### src/sv/hlru_home.sv
// Home slot hash: low half, else high half, else last slot, less two (0 and 1 go to the last two slots).
// No dependencies.
module hlru_home #(
    parameter int ENTRIES = 4096
) (
    input  logic [31:0]                  id,
    output logic [$clog2(ENTRIES)-1:0]   home
);

    localparam logic [16:0] ENT = 17'(ENTRIES);

    logic [16:0] h;
    logic [16:0] sel;

    always_comb begin
        h = {1'b0, id[15:0]};
        if (h >= ENT) begin
            h = {1'b0, id[31:16]};
            if (h >= ENT) begin
                h = ENT - 17'd1;
            end
        end
        sel  = (h >= 17'd2) ? (h - 17'd2) : (ENT - 17'd1 - h);
        home = sel[$clog2(ENTRIES)-1:0];
    end

endmodule

### config.mk
export PLATFORM = sky130hd
export DESIGN_NAME = hlru_home
export DESIGN_NICKNAME = d
export VERILOG_FILES = /design/src/sv/hlru_home.sv
export SDC_FILE = /design/constraint.sdc
export NUM_CORES = 1
export LEC_CHECK = 0
export BUFFER_PORTS_ARGS = -buffer_cell sky130_fd_sc_hd__buf_2
export CAP_MARGIN = 10
export CORE_UTILIZATION = 42
export DETAILED_ROUTE_END_ITERATION = 10
export PLACE_DENSITY = 0.82
export SYNTH_ARGS = -nofsm -noshare
export SYNTH_HDL_FRONTEND = slang
export SYNTH_SLANG_ARGS = --single-unit
export TNS_END_PERCENT = 1
### constraint.sdc
create_clock -name vclk -period 8.7
set_clock_uncertainty 0.1 [all_clocks]
set_input_delay 0.87 -clock vclk [all_inputs]
set_output_delay 0.87 -clock vclk [all_outputs]
set_load 0.1 [all_outputs]
==> impl_metrics.tcl <==
set metrics [dict create \
    wl_um 1870 \
    synth_warnings 0 \
    drive_gt1_frac 0.433 \
    grt_pass1_vias 685 \
    grt_pass1_wl_um 2750 \
    synthMuxAreaShare 0.0172 \
    min_path_type "input pin to output port" \
    clkbuf_count 0 \
    antenna_found_initial 0 \
    drt_pass1_iterations 5 \
    stdcell_count 142 \
    dp_hpwl_um 1490 \
    dieArea_mm2 0.00154 \
    worst-path-max-fanout 26 \
    syn_area_um2 583 \
    slew_headroom 0.446 \
    critPathLaunchType "input pin" \
    layout.nets 163 \
    avgSynthCellArea_um2 6.70 \
    seqCellArea_um2 0 \
    die_w_um 39.3 \
    grt_usage 0.243 \
    crit_path_end_kind "output port" \
    p_clk_frac 0 \
    ir_worst_vdd_v 0.0000223 \
    cp.required_ns 7.73 \
    drt-initial-drc-count 29 \
    setup_viol 0 \
    crit_type "input pin to output port" \
    post-route-min-period_ns 4.90 \
    rsz0062_at_grt "no" \
    synth_xor_area_frac 0.105 \
    pwr-share-comb 1.000 \
    cts_hold_buffers 0 \
    worstPathArrival_ns 3.93 \
    power.share.sequential 0 \
    final.setup.tns_ns 0 \
    grt_max_degree 27 \
    std_cell_rows 13 \
    fin_crit_sh 0.563 \
    ctsResizeCount 0 \
    swShare 0.713 \
    p_int_w 0.0000101 \
    outcome "completed" \
    synth_compound_gate_area_share 0.354 \
    synth-simple-area-share 0.433 \
    seq_cells 0 \
    post_drt_via_cell_ratio 6.21 \
    routed-via-count 882 \
    max_freq_ghz 0.204 \
    n_antenna_cell 0 \
    die-height_um 39.3 \
    finalMaxSlewViolations 0 \
    maxCapViolations 0 \
    area_growth_pct 36.9 \
    dp.cells 142 \
    route.detailed.drc 0 \
    yosys.area_share.adder 0.0429 \
    portBuffers 44 \
    ant_nets 0 \
    ys_types 32 \
    p_leak_nw 0.290 \
    wl_per_cell_um 13.2 \
    synth_top_family_by_area "simple AND/OR/NAND/NOR gates" \
    syn-num-nets 121 \
    grt_remaining_overflow 0 \
    p_switching_w 0.0000252 \
    cts_setup_buffers 0 \
    gp_congestion 0.860 \
    synthCells 87 \
    core_area_mm2 0.00130 \
    seq_area_frac_synth 0 \
    start_util 0.448 \
    pin_count 44 \
    pwr_density_cell_mw_per_mm2 44.2 \
    hold_viol 0 \
    tightest_slew_ns 0.824 \
]
-- critical path: stages --
cell,delay [ns]
buf_2,0.12
or4_4,0.69
nand2_1,0.32
o22ai_1,0.19
inv_1,0.08
ha_1,0.16
nand2b_1,0.05
or4_1,0.44
o211a_2,0.21
a22oi_2,0.21
xor2_1,0.15
buf_2,0.43
-- final timing paths --
kind  depth (start not counted)  slack [ns]  startpoint       to
max                          12        3.80      id[15]  home[5]
min                           3        2.08      id[17]  home[1]
-- power groups by stage --
stage	clock (W)	sequential [W]	combinational, W
floorplan	0	0	0.0000223
global placement	0	0	0.0000346
detailed placement	0	0	0.0000350
CTS	0	0	0.0000351
global route	0	0	0.0000373
finish	0	0	0.0000353
-- cells by family after synthesis --
family | count (synthesis)
and+or+nand+nor | 41
xor gates and xnor gates | 7
buffers and inverters | 5
AOI/OAI and AO/OA | 31
muxes | 1
adders and majority gates | 2
-- per-stage QoR --
stage	utilization	instance area, um2	setup slack [ns]	total power [W]	hold WS, ns
final	0.613	798	3.80	0.0000353	2.08
after global routing	0.613	798	3.62	0.0000373	2.10
after CTS	0.613	798	3.82	0.0000351	2.09
after detailed placement	0.613	798	3.84	0.0000350	2.08
after global placement	0.613	798	3.91	0.0000346	2.08
after floorplan	-	583	2.77	0.0000223	2.13
-- layout by cell type (no fill, tap or decap), types with 3 or more instances in the layout --
master   count
a21oi_1      4
buf_2       44
nor2_1      12
nor3_1       5
nor4_1       5
nor4_2       3
o21ai_0      7
o22ai_1      9
or2_2        3
or3_1        3
or4_1        3
xnor2_1      5
-- final cells by class --
| cell class | instances | area [um2] |
|---|---|---|
| inverters | 1 | 3.75 |
| fillers | 127 | 503 |
| well taps | 15 | 18.8 |
| multi-input cells | 82 | 556 |
| repair buffers | 44 | 220 |
-- synth_stat cells, types with 3 or more instances --
cell type   n  area [um2]
nor4_2      3        37.5
nor2_1     12        45.0
o21ai_0     7        35.0
xnor2_1     5        43.8
nor3_1      5        25.0
or2_2       3        18.8
a21oi_1     4        20.0
or3_1       3        18.8
or4_1       3        22.5
nor4_1      5        31.3
o22ai_1     9        56.3
-- metal layers --
| layer | share of wire | GRT usage |
|---|---|---|
| met1 | 0.42 | 0.294 |
| met5 | 0 | 0 |
| met2 | 0.50 | 0.479 |
| met4 | 0 | 0.0172 |
| met3 | 0.071 | 0.0114 |
No activity file was read; power rests on OpenSTA's default activity.
